===== src/rtl/tfd_pkg.sv =====
// Shared constants and types for the telemetry frame deframer.
// No dependencies; used by every module of the block.
package tfd_pkg;

  localparam logic [7:0] HDR0 = 8'hEE;
  localparam logic [7:0] HDR1 = 8'h81;
  localparam logic [7:0] HDR2 = 8'h22;

  localparam int FRAME_LEN  = 34;
  localparam int BODY_FIRST = 3;
  localparam int BODY_LEN   = 30;   // frame bytes 3..32 kept
  localparam int POS_W      = 6;

  localparam logic [POS_W-1:0] POS_FIRST = POS_W'(BODY_FIRST);
  localparam logic [POS_W-1:0] POS_LAST  = POS_W'(FRAME_LEN - 1);

  // gps_time occupies body indexes 18..23 (frame bytes 21..26), big-endian
  localparam int TIME_LO = 18;
  localparam int TIME_HI = 23;

  localparam int IN_W  = 8;
  localparam int OUT_W = 8 * BODY_LEN;  // 240 bits, already whole bytes

  typedef logic [7:0]       byte_t;
  typedef logic [OUT_W-1:0] frame_data_t;

  typedef struct packed {
    logic        valid;
    frame_data_t data;
  } frame_t;

endpackage


===== src/rtl/tfd_framer.sv =====
// Header matcher, frame byte counter and body shift line.
// Depends on tfd_pkg; emits one packed frame on the beat that carries byte 33.
module tfd_framer (
  input  logic            clk,
  input  logic            rst_n,
  input  logic            byte_valid,
  input  tfd_pkg::byte_t  byte_in,
  output tfd_pkg::frame_t frame
);

  typedef enum logic [1:0] {
    HUNT,
    GOT_HDR0,
    GOT_HDR1,
    BODY
  } stage_t;

  stage_t                        stage_r, stage_nxt;
  logic [tfd_pkg::POS_W-1:0]     pos_r, pos_nxt;
  logic [tfd_pkg::POS_W-1:0]     pos_eff;
  tfd_pkg::byte_t                body_r [tfd_pkg::BODY_LEN];
  logic                          shift_en;
  logic                          last_byte;

  always_comb begin
    if (pos_r < tfd_pkg::POS_FIRST || pos_r > tfd_pkg::POS_LAST) begin
      pos_eff = tfd_pkg::POS_FIRST;
    end else begin
      pos_eff = pos_r;
    end
  end

  always_comb begin
    stage_nxt = stage_r;
    pos_nxt   = pos_r;
    shift_en  = 1'b0;
    last_byte = 1'b0;
    case (stage_r)
      GOT_HDR0: begin
        if (byte_in == tfd_pkg::HDR1) begin
          stage_nxt = GOT_HDR1;
        end else begin
          stage_nxt = (byte_in == tfd_pkg::HDR0) ? GOT_HDR0 : HUNT;
        end
      end
      GOT_HDR1: begin
        if (byte_in == tfd_pkg::HDR2) begin
          stage_nxt = BODY;
          pos_nxt   = tfd_pkg::POS_FIRST;
        end else begin
          stage_nxt = (byte_in == tfd_pkg::HDR0) ? GOT_HDR0 : HUNT;
        end
      end
      BODY: begin
        if (pos_eff == tfd_pkg::POS_LAST) begin
          last_byte = 1'b1;
          stage_nxt = HUNT;
          pos_nxt   = '0;
        end else begin
          shift_en = 1'b1;
          pos_nxt  = pos_eff + 1'b1;
        end
      end
      default: begin
        stage_nxt = (byte_in == tfd_pkg::HDR0) ? GOT_HDR0 : HUNT;
      end
    endcase
  end

  always_ff @(posedge clk) begin
    if (!rst_n) begin
      stage_r <= HUNT;
      pos_r   <= '0;
    end else if (byte_valid) begin
      stage_r <= stage_nxt;
      pos_r   <= pos_nxt;
    end
  end

  // oldest body byte (frame byte 3) ends up at index 0
  always_ff @(posedge clk) begin
    if (byte_valid && shift_en) begin
      for (int i = 0; i < tfd_pkg::BODY_LEN - 1; i++) begin
        body_r[i] <= body_r[i+1];
      end
      body_r[tfd_pkg::BODY_LEN-1] <= byte_in;
    end
  end

  // little-endian fields pass straight through; gps_time is byte-reversed
  always_comb begin
    frame.valid = byte_valid && last_byte;
    for (int k = 0; k < tfd_pkg::BODY_LEN; k++) begin
      if (k < tfd_pkg::TIME_LO || k > tfd_pkg::TIME_HI) begin
        frame.data[8*k +: 8] = body_r[k];
      end else begin
        frame.data[8*k +: 8] = body_r[tfd_pkg::TIME_LO + tfd_pkg::TIME_HI - k];
      end
    end
  end

endmodule


===== src/rtl/tfd_outbuf.sv =====
// Output register with a skid stage for the frame result channel.
// Depends on tfd_pkg; accepts one frame per cycle while the skid is empty.
module tfd_outbuf (
  input  logic                     clk,
  input  logic                     rst_n,
  input  tfd_pkg::frame_t          frame,
  output logic                     room,
  output logic                     out_valid,
  input  logic                     out_ready,
  output tfd_pkg::frame_data_t     out_data
);

  logic                 main_vld_r, main_vld_nxt;
  logic                 skid_vld_r, skid_vld_nxt;
  tfd_pkg::frame_data_t main_r;
  tfd_pkg::frame_data_t skid_r;
  logic                 take;
  logic                 load_main;
  logic                 load_skid;
  logic                 move_skid;

  assign take      = main_vld_r && out_ready;
  assign move_skid = take && skid_vld_r;
  assign load_main = frame.valid && (!main_vld_r || take) && !skid_vld_r;
  assign load_skid = frame.valid && main_vld_r && !take;

  always_comb begin
    main_vld_nxt = main_vld_r;
    skid_vld_nxt = skid_vld_r;
    if (take) begin
      main_vld_nxt = 1'b0;
    end
    if (load_main || move_skid) begin
      main_vld_nxt = 1'b1;
    end
    if (move_skid) begin
      skid_vld_nxt = 1'b0;
    end
    if (load_skid) begin
      skid_vld_nxt = 1'b1;
    end
  end

  always_ff @(posedge clk) begin
    if (!rst_n) begin
      main_vld_r <= 1'b0;
      skid_vld_r <= 1'b0;
    end else begin
      main_vld_r <= main_vld_nxt;
      skid_vld_r <= skid_vld_nxt;
    end
  end

  always_ff @(posedge clk) begin
    if (move_skid) begin
      main_r <= skid_r;
    end else if (load_main) begin
      main_r <= frame.data;
    end
    if (load_skid) begin
      skid_r <= frame.data;
    end
  end

  assign room      = !skid_vld_r;
  assign out_valid = main_vld_r;
  assign out_data  = main_r;

endmodule


===== src/rtl/telemetry_frame_deframer.sv =====
// Telemetry frame deframer: takes one received byte per beat, finds EE 81 22
// and emits the 34-byte frame's payload fields as one result beat. Bytes are
// taken one per cycle while in_tready is high; byte 33 registers the result.
// in_tready drops only while both the output register and its skid stage hold
// a frame. Header bytes inside a frame body are not searched; byte 33 and any
// checksum are not checked. Depends on tfd_pkg, tfd_framer and tfd_outbuf.
module telemetry_frame_deframer (
  input  logic                        clk,
  input  logic                        rst_n,
  input  logic                        in_tvalid,
  output logic                        in_tready,
  input  logic [tfd_pkg::IN_W-1:0]    in_tdata,   // [7:0] rx_byte
  output logic                        out_tvalid,
  input  logic                        out_tready,
  // [15:0] roll, [31:16] pitch, [47:32] yaw, [79:48] latitude,
  // [111:80] longitude, [127:112] gps_altitude, [143:128] relative_altitude,
  // [191:144] gps_time, [207:192] east_speed, [223:208] north_speed,
  // [239:224] up_speed
  output logic [tfd_pkg::OUT_W-1:0]   out_tdata
);

  tfd_pkg::frame_t frame;
  logic            room;
  logic            beat;

  assign in_tready = room;
  assign beat      = in_tvalid && room;

  tfd_framer u_framer (
    .clk        (clk),
    .rst_n      (rst_n),
    .byte_valid (beat),
    .byte_in    (in_tdata),
    .frame      (frame)
  );

  tfd_outbuf u_outbuf (
    .clk       (clk),
    .rst_n     (rst_n),
    .frame     (frame),
    .room      (room),
    .out_valid (out_tvalid),
    .out_ready (out_tready),
    .out_data  (out_tdata)
  );

endmodule

===== config.mk =====
export PLATFORM = sky130hd
export DESIGN_NAME = telemetry_frame_deframer
export DESIGN_NICKNAME = d
export VERILOG_FILES = /design/src/rtl/tfd_pkg.sv /design/src/rtl/tfd_framer.sv /design/src/rtl/tfd_outbuf.sv /design/src/rtl/telemetry_frame_deframer.sv
export SDC_FILE = /design/constraint.sdc
export NUM_CORES = 1
export LEC_CHECK = 0
export CAP_MARGIN = 20
export CORE_MARGIN = 2
export CORE_UTILIZATION = 40
export DETAILED_ROUTE_END_ITERATION = 12
export DONT_BUFFER_PORTS = 1
export GPL_TIMING_DRIVEN = 0
export PLACE_DENSITY_LB_ADDON = 0.25
export SYNTH_ARGS = -nofsm -noshare
export SYNTH_HDL_FRONTEND = slang
export SYNTH_SLANG_ARGS = --single-unit

===== constraint.sdc =====
create_clock -name clk -period 31.9 [get_ports clk]
set_clock_uncertainty 0.2 [all_clocks]
set_input_delay 6.38 -clock clk [delete_from_list [all_inputs] [get_ports clk]]
set_output_delay 6.38 -clock clk [all_outputs]
set_load 0.1 [all_outputs]

# Word-level counts from Yosys, hierarchy flattened
# Memory sizes are Yosys's and may differ from the RTL's.
# Cells that the tools add are included.
dict set report classes {
  n_addsub 1
  magnitude_cmp 2
  eq_ne 9
  n_mux 21
  reduce_logical 21
}
# operator n
set op_table {}
lappend op_table {{2-to-1 mux 240 bit} 2}
lappend op_table {{2-to-1 mux 6 bit} 3}
lappend op_table {{== test 8 bit, second input constant} 2}
lappend op_table {{one-hot mux 6 bit (2 select lines)} 1}
lappend op_table {{2-to-1 mux 1 bit} 11}
lappend op_table {{logical AND 1 bit} 9}
lappend op_table {{== test 8 x 6 -> 1 bit, second input constant} 1}
lappend op_table {{nonzero test 2 bit} 4}
lappend op_table {{adder 6 x 1 -> 6 bit, second input constant} 1}
lappend op_table {{== test 6 bit, second input constant} 1}
lappend op_table {{> comparator 6 bit, second input constant} 1}
lappend op_table {{< comparator 6 x 2 -> 1 bit, second input constant} 1}
lappend op_table {{2-to-1 mux 2 bit} 3}
lappend op_table {{one-hot mux 2 bit (3 select lines)} 1}
lappend op_table {{== test 2 bit, second input constant} 2}
lappend op_table {{inequality test 2 x 1 -> 1 bit, second input constant} 2}
lappend op_table {{zero test 1 bit} 3}
lappend op_table {{logical OR 1 bit} 3}
lappend op_table {{AND reduction 3 bit} 1}
lappend op_table {{== test 2 x 1 -> 1 bit, second input constant} 1}
lappend op_table {{AND reduction 2 bit} 1}
dict set report word_totals {
  reg_bits 490
  mem_bits_rw 240
  input_bits 12
  output_inout_bits 242
  elab_cells 61
  memories 1
}
# name depth word_bits rd rd_clocked_by_memory_dff write_ports line_no
set memory_table {}
lappend memory_table {u_framer.body_r 30 8 30 0 30 tfd_framer.sv:21} ;# tfd_pkg::byte_t body_r [tfd_pkg::BODY_LEN];

# Longest topological paths before layout
# Gate-level depths: netlist of run 1.
dict set report logic_depth {
  word_depth 11
  ltp_mapped 10
  mapped_depth_nobuf 9
}

# Hierarchy
# From an unflattened synthesis of run 1, not the netlist that was laid out.
dict set report hier_totals {
  cells_unflattened 1079
  hier_area_um2 25315.5
}
# mod n_inst cells_per_inst area_each_um2 seq_area_each_um2
set by_module_without_submodules {}
lappend by_module_without_submodules {tfd_outbuf 1 761 17491.8 14453.9}
lappend by_module_without_submodules {tfd_framer 1 317 7817.5 7367.1}
lappend by_module_without_submodules {telemetry_frame_deframer 1 1 6.3 0.0}

# Worst setup path after synthesis of run 1
# OpenSTA, ideal clock, no wires.
dict set report synth_timing {
  path_type {input to register}
  from {input port in_tvalid}
  to {register u_outbuf.main_r[0] (netlist: u_outbuf.out_data[0]), enable pin}
  setup_ps 1190
  arrival_ps 24108
  required_time_ps 30510
  path_slack_ps 6402
  path_stages 2
  n_path_buf 0
  path_cell_list {nand4b_1 -> o31ai_1}
}
dict set report synth_via {
  elab_chain_cells 5
}
# item line_no
set synth_lines {}
lappend synth_lines {{from (decl)} telemetry_frame_deframer.sv:10} ;# input logic in_tvalid,
lappend synth_lines {{logical AND 1 bit} telemetry_frame_deframer.sv:27} ;# assign beat = in_tvalid && room;
lappend synth_lines {{logical AND 1 bit} tfd_framer.sv:92} ;# frame.valid = byte_valid && last_byte;
lappend synth_lines {{logical AND 1 bit (2 in series)} tfd_outbuf.sv:24} ;# assign load_main = frame.valid && (!main_vld_r || take) && !skid_vld_r;
lappend synth_lines {{nonzero test 2 bit (no source line)} --}
lappend synth_lines {{to (signal assigned)} tfd_outbuf.sv:56} ;# main_r <= skid_r;
lappend synth_lines {{to (signal assigned)} tfd_outbuf.sv:58} ;# main_r <= frame.data;
lappend synth_lines {{to (decl)} tfd_outbuf.sv:15} ;# tfd_pkg::frame_data_t main_r;
# No other way between the ends.
# A chain may end at the register's enable or synchronous reset.

# Worst setup path after layout of run 1
dict set report layout_timing {
  from {input port in_tvalid}
  to {register u_outbuf.skid_r[4], enable pin}
}
dict set report layout_via {
  elab_chain_cells 4
}
# item line_no
set layout_lines {}
lappend layout_lines {{logical AND 1 bit} telemetry_frame_deframer.sv:27}
lappend layout_lines {{logical AND 1 bit} tfd_framer.sv:92}
lappend layout_lines {{logical AND 1 bit (2 in series)} tfd_outbuf.sv:25} ;# assign load_skid = frame.valid && main_vld_r && !take;
lappend layout_lines {{net u_outbuf.load_skid} tfd_outbuf.sv:19} ;# logic load_skid;
lappend layout_lines {{to (signal assigned)} tfd_outbuf.sv:61} ;# skid_r <= frame.data;
lappend layout_lines {{to (decl)} tfd_outbuf.sv:16} ;# tfd_pkg::frame_data_t skid_r;
# The timed path passes the listed nets, and every way through them passes these cells.

==> metrics.txt, run 1 <==
minimum clock period 8.58 ns; FF+latch count, synth 730; initial antenna violation count 0; routed length per placed instance about 20 um; CP Max Fanout 57; TritonCTS clock tree built; buffers and inverters on the worst path 2; gr ovfl total 0; crit path cell chain nand4b_1 > nor3_1 > and2_4 > buf_16 > buf_16; FFs w/ async S/R, synth 0; dominant synthesized flop cell edfxtp_1; Worst Setup End Kind flop; Worst EP arrival around 8.7 ns; cell count after synthesis approximately 1.6k; # Post-CTS Setup Buffers 0; Post-CTS Hold Buffers 0; post-route clock period utilization 0.269; CP required 31.98 ns; Die Y 255 um; Via density approximately 4.7; Post-synth EDFFs 720; Tightest Pin Transition 1.09 ns; Root Driver clkbuf_16; DRC 0; DP Area 0.0269 sq mm; maximum VDD drop 0.0448 mV; # rows 92; Reg clk slew, reported paths 0.06 ns; Max-Cap Viols 0; yosys warns 0; CTS Buffer Depth 3; TNS Setup 0 ns; largest net degree at the start of global routing around 60; status completed; CTS Buf Count 75; TritonRoute pass-1 iters 5; Die ar. 0.0651 sq mm; switching pwr 0.364 mW; FF-to-FF path depth 12; dominant cell type by area after synthesis edfxtp_1; Synth area leaders edfxtp_1 (86%), nand2_1 (11%), dfxtp_1 (0.79%); routed wire length between 50000 and 60000 um; CP dominant cell by count buf_16; Pint roughly 1.5 mW; Die Width 255 um; vias in the first global route 12.1k; # diodes 0; share of the synthesized area in the top cell type 0.857; Slew Limit Fails 0; sequential power share 0.546; Power Dens Cells 64.8 mW/mm^2; Crit-path slowest cell and2_4; Top delay family on crit path simple AND/OR/NAND/NOR gates; syn avg cell area 16.0 sq um; starting density of the core 0.402; clock latency on the worst-skew pair 0.62 ns; CP max stage delay 0.66 ns; Synth-to-Final Area Change 16.2%; CP Depth 5; Final Cell Area a little under 0.03 sq mm; Max-slew headroom 0.275; Hold Slack 0.245 ns; I/O Pins 254; core box area 0.0627 sq mm; startpoint types input port; clock share of power 0.453; Pleak 10.3 nW; routability cong. 0.758; H-Tree Depth 3; Finished Core Util 0.467; Initial DRC Count just under 900; Netlist Area Pre-Place 0.0252 sq mm; sequential fraction of the synthesis area 0.865; RSZ-0062 raised after global routing no; CP Class input port to flop; clk sink count 730; Final setup viols 0; Fmax 117 MHz; total vias in the final route 12.2k; switch share 0.192; Final Hold Viols 0; Routed Antenna Nets 0; first-pass GRT wire length 75000 um; Final #Nets approximately 1.7k; Hold/Removal Path Class flop to flop; Comb pwr share 0.001; Synthesized Nets between 1.5k and 2k; share of cells above drive strength 1 0.0932; Port Buffers 0; GRT Total Usage 0.155; WHS Path Cells 0; power consumption 1.90 mW; HPWL Detailed 33000 um; Distinct cells, synth 40; PostCTS Resize Cnt 0
sequential cells by signal (all words and copies together), names as in the netlist:
register / flops
u_framer.body_r: 240
u_outbuf.out_data: 240
u_outbuf.skid_r: 240
u_framer.pos_r: 6
u_framer.stage_r: 2
u_outbuf.out_valid: 1
u_outbuf.skid_vld_r: 1
per-layer routing:
metal / global-route usage / share of wire / up-vias
li1: - / - / 5781
met1: 0.199 / 0.42 / 5980
met4: 0.0520 / 0.022 / 0
met3: 0.0563 / 0.082 / 72
met5: 0 / 0 / -
met2: 0.244 / 0.47 / 358
cells in the mapped netlist, drive strengths merged, types with 2 or more instances:
library cell    n
and3            2
nand3           9
a31oi           2
o22ai           2
nor2b           3
ha              2
nand2         729
nor4            3
buf            20
edfxtp        720
a21oi           4
nor2            4
nand2b          2
xnor2           2
or2             2
inv             4
nor3            4
clkbuf         34
dfxtp          10
o2bb2ai         4
power groups by stage:
stage                     Combinational [mW]  Clock, mW  Sequential (mW)
after global routing                 0.00114      0.919             1.04
final                                0.00103      0.860             1.04
after detailed placement             0.00102          0             1.06
after global placement              0.000958          0             1.06
after CTS                            0.00103      0.885             1.04
after floorplan                     0.000814          0             1.06
area by class of cell:
type | count | area (sq um)
clock buffer | 94 | 1950
multi-input combinational | 789 | 3180
sequential | 730 | 21800
inverter | 4 | 15.0
tap | 846 | 1060
fill | 5376 | 33400
clock inverter | 39 | 467
buffer | 55 | 248
timing repair buffer | 28 | 581
cell families after synthesis:
logic type,share of synthesized area
fa+ha+maj,0.000991
compound gates,0.00600
xor+xnor,0.000694
buf+inv,0.0104
flops,0.865
simple gates,0.117
cell usage in the layout, fill, tap and decap left out, types with 7 or more instances in the layout:
master and count:
buf_8 11, nand2_1 729, buf_12 7, clkbuf_16 75
buf_2 19, clkbuf_1 52, buf_16 10, clkinv_2 9
clkinv_1 10, dfxtp_1 10, nand3_1 9, bufinv_16 7
edfxtp_1 720
worst paths after layout:
path                          from                     end  slack [ns]
max                      in_tvalid      u_outbuf.skid_r[4]       23.32
min          u_framer.body_r[0][3]      u_outbuf.skid_r[3]        0.25
max reg2reg      u_framer.pos_r[2]  u_outbuf.out_data[178]       27.66
min reg2reg  u_framer.body_r[0][3]      u_outbuf.skid_r[3]        0.25
metrics by stage:
| step | setup slack (ns) | cells |
|---|---|---|
| floorplan | 6.40 | 1578 |
| global placement | -2.74 | 2424 |
| detailed placement | 22.69 | 2452 |
| CTS | 23.34 | 2585 |
| global route | 23.21 | 2585 |
| finish | 23.32 | 2585 |
(Power assumes the default switching activity.)
==> run 2, diff against run 1 <==
- ABC_AREA: unset -> 1
- clock period: 31.9 -> 8.3 ns (I/O delays scaled with it)
==> metrics.txt, run 2 <==
TritonRoute pass-1 iters 5 (unchanged); TritonCTS clock tree built (unchanged); buffers and inverters on the worst path 5 (was 2); minimum clock period approximately 3.6 ns; CP dominant cell by count buf_12 (was buf_16); yosys warns 0 (unchanged); core box area 0.0629 sq mm (was 0.0627 sq mm); Distinct cells, synth 28 (was 40); Final setup viols 0 (unchanged); count leader, synth nand2_1 (unchanged); cell count after synthesis 1611 (was 1578); maximum VDD drop 0.148 mV (was 0.0448 mV); Finished Core Util 0.467 (about the same); Synthesized Nets 1625 (was 1592); PostCTS Resize Cnt 0 (unchanged); Die Y 256 um (was 255 um); dominant cell type by area after synthesis edfxtp_1 (unchanged); Initial DRC Count 935 (was 891); Max-slew headroom 0.322 (was 0.275); # fillers 5426 (was 5376); Slew Limit Fails 0 (unchanged); Die Width 256 um (was 255 um); Via density 4.71 (was 4.72); Synth-to-Final Area Change 15.9% (was 16.2%); H-Tree Depth 3 (unchanged); Pleak 10.4 nW (was 10.3 nW); clk sink count 730 (unchanged); Routed Antenna Nets 0 (unchanged); DRC 0 (unchanged); Fmax approximately 280 MHz; share of the synthesized area in the top cell type 0.854 (was 0.857); vias in the first global route 12.4k (was 12.1k); first-pass GRT wire length 78100 um (was 75000 um); Final #Nets 1722 (was 1697); dominant synthesized flop cell edfxtp_1 (unchanged); Post-synth EDFFs 720 (unchanged); routed wire length 51300 um (was 50500 um); status completed (unchanged); Reg clk slew, reported paths 0.06 ns (about the same); # Post-CTS Setup Buffers 0 (unchanged); dpl cells 2476 (was 2452); CTS Buffer Depth 3 (unchanged); Die ar. 0.0653 sq mm (was 0.0651 sq mm); crit path cell chain nand2_1 > nor2_2 > inv_1 > nor2_4 > buf_12 > buf_12 > buf_12 > buf_12 (was nand4b_1 > nor3_1 > and2_4 > buf_16 > buf_16); HPWL Detailed 32600 um (was 33000 um); Final Cell Area 0.0293 sq mm (about the same); syn avg cell area 15.7 sq um (was 16.0 sq um); Max-Cap Viols 0 (unchanged); FFs w/ async S/R, synth 0 (unchanged); post-route clock period utilization 0.435; CP required 8.39 ns (was 31.98 ns); sequential fraction of the synthesis area 0.862 (was 0.865); total vias in the final route 12.3k (was 12.2k); DP Area 0.0268 sq mm (was 0.0269 sq mm); Port Buffers 0 (unchanged); Post-Layout Cell Count 2616 (was 2585); # rows 92 (unchanged); CP max stage delay 0.61 ns (was 0.66 ns); GRT Total Usage 0.157 (was 0.155); Power Dens Cells 253 mW/mm^2 (was 64.8 mW/mm^2); I/O Pins 254 (unchanged); Root Driver clkbuf_16 (unchanged); startpoint types input port (unchanged); routability cong. 0.774 (was 0.758); routed length per placed instance 19.6 um (was 19.5 um); most common library cells after synthesis nand2_1 (742), edfxtp_1 (720), buf_2 (44) (was nand2_1 (729), edfxtp_1 (720), clkbuf_1 (33)); # diodes 0 (unchanged); Top delay family on crit path buffers and inverters (was simple AND/OR/NAND/NOR gates); gr ovfl total 0 (unchanged); Crit-path slowest cell nor2_4 (was and2_4); footprint of the multi-input gates 0.00318 sq mm (about the same); Netlist Area Pre-Place 0.0253 sq mm (was 0.0252 sq mm); register area 0.0218 sq mm (unchanged); share of cells above drive strength 1 0.109 (was 0.0932); RSZ-0062 raised after global routing no (unchanged); Final Hold Viols 0 (unchanged); Synth area leaders edfxtp_1 (85%), nand2_1 (11%), buf_2 (0.87%) (was edfxtp_1 (86%), nand2_1 (11%), dfxtp_1 (0.79%)); CP Class input port to flop (unchanged); initial antenna violation count 0 (unchanged); largest net degree at the start of global routing 101 (was 59); Worst Setup End Kind flop (unchanged); Hold/Removal Path Class flop to flop (unchanged); clock latency on the worst-skew pair 0.62 ns (about the same); most common cell after layout, fill and taps aside nand2_1 (unchanged); Tightest Pin Transition 1.02 ns (was 1.09 ns); CTS Buf Count 76 (was 75); Worst EP arrival 3.70 ns (was 8.65 ns); FF+latch count, synth 730 (unchanged); starting density of the core 0.403 (was 0.402); Post-CTS Hold Buffers 0 (unchanged); CP Max Fanout 32 (was 57); commonest cells after routing, fill and taps aside nand2_1 (742), edfxtp_1 (720), clkbuf_16 (77), buf_2 (44), clkbuf_1 (21) (was nand2_1 (729), edfxtp_1 (720), clkbuf_16 (75), clkbuf_1 (52), buf_2 (19))
## run 2: cell count changes in the layout (fill, tap and decap cells not counted), moves of 11 or more
cell / change
buf_2: +25
buf_8: -11
clkbuf_1: -31
inv_1: +13
nand2_1: +13
nor2_1: +14
## run 2: power breakdown
group          leakage (nW)  switching [mW]  internal (mW)  total (mW)
Clock                  1.22            1.42           1.99        3.41
Combinational          2.61          0.0119        0.00538      0.0172
Sequential             6.55         0.00530           4.00        4.00
## run 2: per-layer routing
metal  share of wire  track usage  wire [um]
met1            0.43        0.205      21800
met2            0.48        0.251      24800
met3           0.071       0.0490       3660
met4           0.019       0.0512        988
met5               0            0          0
## run 2: kinds of logic (layout without fill, tap and decap cells)
group                    after synthesis  after routing  share of synthesized area
AO/OA/AOI/OAI                         18             18                    0.00405
adder cells (fa/ha/maj)                2              2                   0.000988
buffers and inverters                 73            232                     0.0130
flip-flops                           730            730                      0.862
AND/OR/NAND/NOR                      788            788                      0.120
## run 2: final cells by class
type                       instances  area share
buffer                            52     0.00853
clock buffer                      92      0.0683
clock inverter                    48      0.0177
inverter                          21     0.00294
multi-input combinational        808       0.108
sequential                       730       0.744
tap                              846      0.0361
timing repair buffer              19      0.0142
## run 2: final timing paths
path	start	end	slack (ns)	cells after the start
setup / recovery	in_tvalid	u_framer.body_r[14][2]	4.69	8
hold / removal	u_framer.body_r[0][2]	u_outbuf.skid_r[2]	0.24	0
setup reg to reg	u_framer.pos_r[3]	u_framer.body_r[14][2]	4.80	14
hold reg to reg	u_framer.body_r[0][2]	u_outbuf.skid_r[2]	0.24	0
## run 2: stage by stage
stage | hold WS, ns | TNS, ns | setup WS (ns) | power, mW
6_report | 0.243 | 0 | 4.69 | 7.44
5_1_grt | 0.264 | 0 | 4.47 | 7.68
4_1_cts | 0.253 | 0 | 4.70 | 7.53
3_5_place_dp | 0.238 | 0 | 4.04 | 4.10
3_3_place_gp | 0.233 | -495.61 | -2.02 | 4.10
2_1_floorplan | 0.227 | 0 | 0.785 | 4.09
==> run 3, diff against run 2 <==
- clock period: 8.3 -> 3.7 ns (I/O delays scaled with it)
==> metrics.txt, run 3 (synthesized netlist as in run 2, its figures left out) <==
Synth-to-Final Area Change 16.3% (was 15.9%); CTS Buf Count 74 (was 76); Die Y 256 um (unchanged); CP Class flop to flop (was input port to flop); Worst EP arrival 3.21 ns (was 3.70 ns); register area 0.0218 sq mm (about the same); Comb pwr share 0.003 (was 0.002); Die Width 256 um (unchanged); Via density 4.72 (was 4.71); Slew Limit Fails 0 (unchanged); commonest cells after routing, fill and taps aside nand2_1 (742), edfxtp_1 (720), clkbuf_16 (76), buf_2 (44), clkbuf_1 (23) (was nand2_1 (742), edfxtp_1 (720), clkbuf_16 (77), buf_2 (44), clkbuf_1 (21)); maximum VDD drop 0.351 mV (was 0.148 mV); # diodes 0 (unchanged); # fillers 5432 (was 5426); gr ovfl total 0 (unchanged); largest net degree at the start of global routing 43 (was 101); Fmax 298 MHz; most common cell after layout, fill and taps aside nand2_1 (unchanged); Hold/Removal Path Class input port to flop (was flop to flop); FF-to-FF path depth 13 (was 14); clk sink count 730 (unchanged); RR Endpoint u_outbuf.skid_r[230] (was u_framer.body_r[14][2]); Post-Layout Cell Count 2630 (was 2616); CP Capture Point u_outbuf.skid_r[230] (was u_framer.body_r[14][2]); Pleak 10.4 nW (about the same); first-pass GRT wire length 77200 um (was 78100 um); Final #Nets 1738 (was 1722); Routed Antenna Nets 0 (unchanged); GRT Total Usage 0.155 (was 0.157); met2 wire length 24900 um (was 24800 um); footprint of the multi-input gates 0.00319 sq mm (was 0.00318 sq mm); Reg clk slew, reported paths 0.06 ns (about the same); vias in the first global route 12.6k (was 12.4k); H-Tree Depth 3 (unchanged); DP Area 0.0269 sq mm (was 0.0268 sq mm); Worst R2R Start u_framer.pos_r[3] (unchanged); CP required 3.56 ns (was 8.39 ns); sequential power share 0.547 (was 0.539); switching pwr 3.13 mW (was 1.44 mW); dpl cells 2481 (was 2476); CTS Buffer Depth 3 (unchanged); Max-Cap Viols 0 (unchanged); post-route clock period utilization 0.906; clock share of power 0.450 (was 0.459); Hold Slack 0.0553 ns (was 0.243 ns); met1 WL 21600 um (was 21800 um); clock latency on the worst-skew pair 0.62 ns (about the same); Power Dens Cells 557 mW/mm^2 (was 253 mW/mm^2); r2r setup slk 0.35 ns (was 4.80 ns); status completed (unchanged); initial antenna violation count 2 (was 0); routed length per placed instance 19.4 um (was 19.6 um); HPWL Detailed 33100 um (was 32600 um); Port Buffers 0 (unchanged); Setup crit start u_framer.pos_r[3] (was in_tvalid); Final Cell Area 0.0294 sq mm (was 0.0293 sq mm); I/O Pins 254 (unchanged); total vias in the final route 12.4k (was 12.3k); TritonCTS clock tree built (unchanged); Final setup viols 0 (unchanged); Initial DRC Count 946 (was 935); switch share 0.191 (was 0.194); DRC 0 (unchanged); routability cong. 0.776 (was 0.774); max layer used met4 (unchanged); Max-slew headroom 0.315 (was 0.322); share of cells above drive strength 1 0.112 (was 0.109); WHS Path Cells 2 (was 0); CP Max Fanout 16 (was 32); Root Driver clkbuf_16 (unchanged); minimum clock period 3.35 ns; Die ar. 0.0653 sq mm (unchanged); Final Hold Viols 0 (unchanged); core box area 0.0629 sq mm (unchanged); metal3 WL 3380 um (was 3660 um); TritonRoute pass-1 iters 5 (unchanged); # rows 92 (unchanged); RSZ-0062 raised after global routing no (unchanged); Tightest Pin Transition 1.03 ns (was 1.02 ns); Worst Setup End Kind flop (unchanged); Pint 13.3 mW (was 6.00 mW); routed wire length 51000 um (was 51300 um); starting density of the core 0.403 (unchanged); startpoint types flop (was input port)
run 3: timing repair:
item | in CTS | in global routing
gates resized for setup | 2 | 0
pin swaps | 1 | 0
hold endpoints to repair | 8 | 0
buffers inserted | 1 | 3
hold buffers | 8 | 0
endpoints found under the setup margin | 163 | 27
cloned | 1 | 0
run 3: critical path, stage by stage, from the launching register on:
cell and delay (ns):
dfxtp_2 0.36, nor2_4 0.18, nand2_2 0.09, nand2_4 0.09, nand2_2 0.09, nor2_1 0.13
inv_1 0.09, ha_1 0.20, nand2_1 0.11, nor2_4 0.06, nand2_2 0.11, inv_2 0.05
nand2_1 0.20, clkinvlp_2 0.82
run 3: per-layer routing:
metal / vias to the layer above / global-route usage
li1: 5850 / -
met1: 6182 / 0.200
met2: 314 / 0.254
met3: 80 / 0.0457
met4: 0 / 0.0504
met5: - / 0
run 3: metrics by stage:
step / TNS (ns) / total power [mW] / utilization / setup slack, ns
2_1_floorplan: -1397.03 / 9.18 / - / -2.13
3_5_place_dp: -55.17 / 9.20 / 0.428 / -0.629
5_1_grt: 0 / 16.9 / 0.468 / 0.0982
3_3_place_gp: -2926.23 / 9.20 / 0.420 / -4.30
6_report: 0 / 16.4 / 0.468 / 0.347
4_1_cts: 0 / 16.6 / 0.468 / 0.119
run 3: worst min path at each step:
stage	from	end	slack (ns)
2_1_floorplan	u_framer.body_r[0][0]	u_outbuf.skid_r[0]	0.23
3_3_place_gp	u_framer.body_r[0][7]	u_outbuf.skid_r[7]	0.23
3_5_place_dp	u_framer.body_r[0][2]	u_outbuf.skid_r[2]	0.23
4_1_cts	rst_n	u_outbuf.out_valid	0.01
5_1_grt	rst_n	u_outbuf.out_valid	0.03
6_report	rst_n	u_outbuf.out_valid	0.06
run 3: power by group through the flow:
stage               logic (mW)  registers (mW)  clock network [mW]
floorplan               0.0257            9.16                   0
global placement        0.0346            9.16                   0
detailed placement      0.0396            9.16                   0
CTS                     0.0472            8.98                7.58
global route            0.0525            8.98                7.88
finish                  0.0464            8.98                7.38
run 3: cell type report:
type / instances / area share
inverters: 21 / 0.00281
repair inverters: 1 / 0.000170
clock buffers: 91 / 0.0665
flip-flops and latches: 730 / 0.741
repair buffers: 36 / 0.0213
plain buffers: 52 / 0.00850
clock inverters: 45 / 0.0150
well taps: 846 / 0.0360
multi-input cells: 808 / 0.108
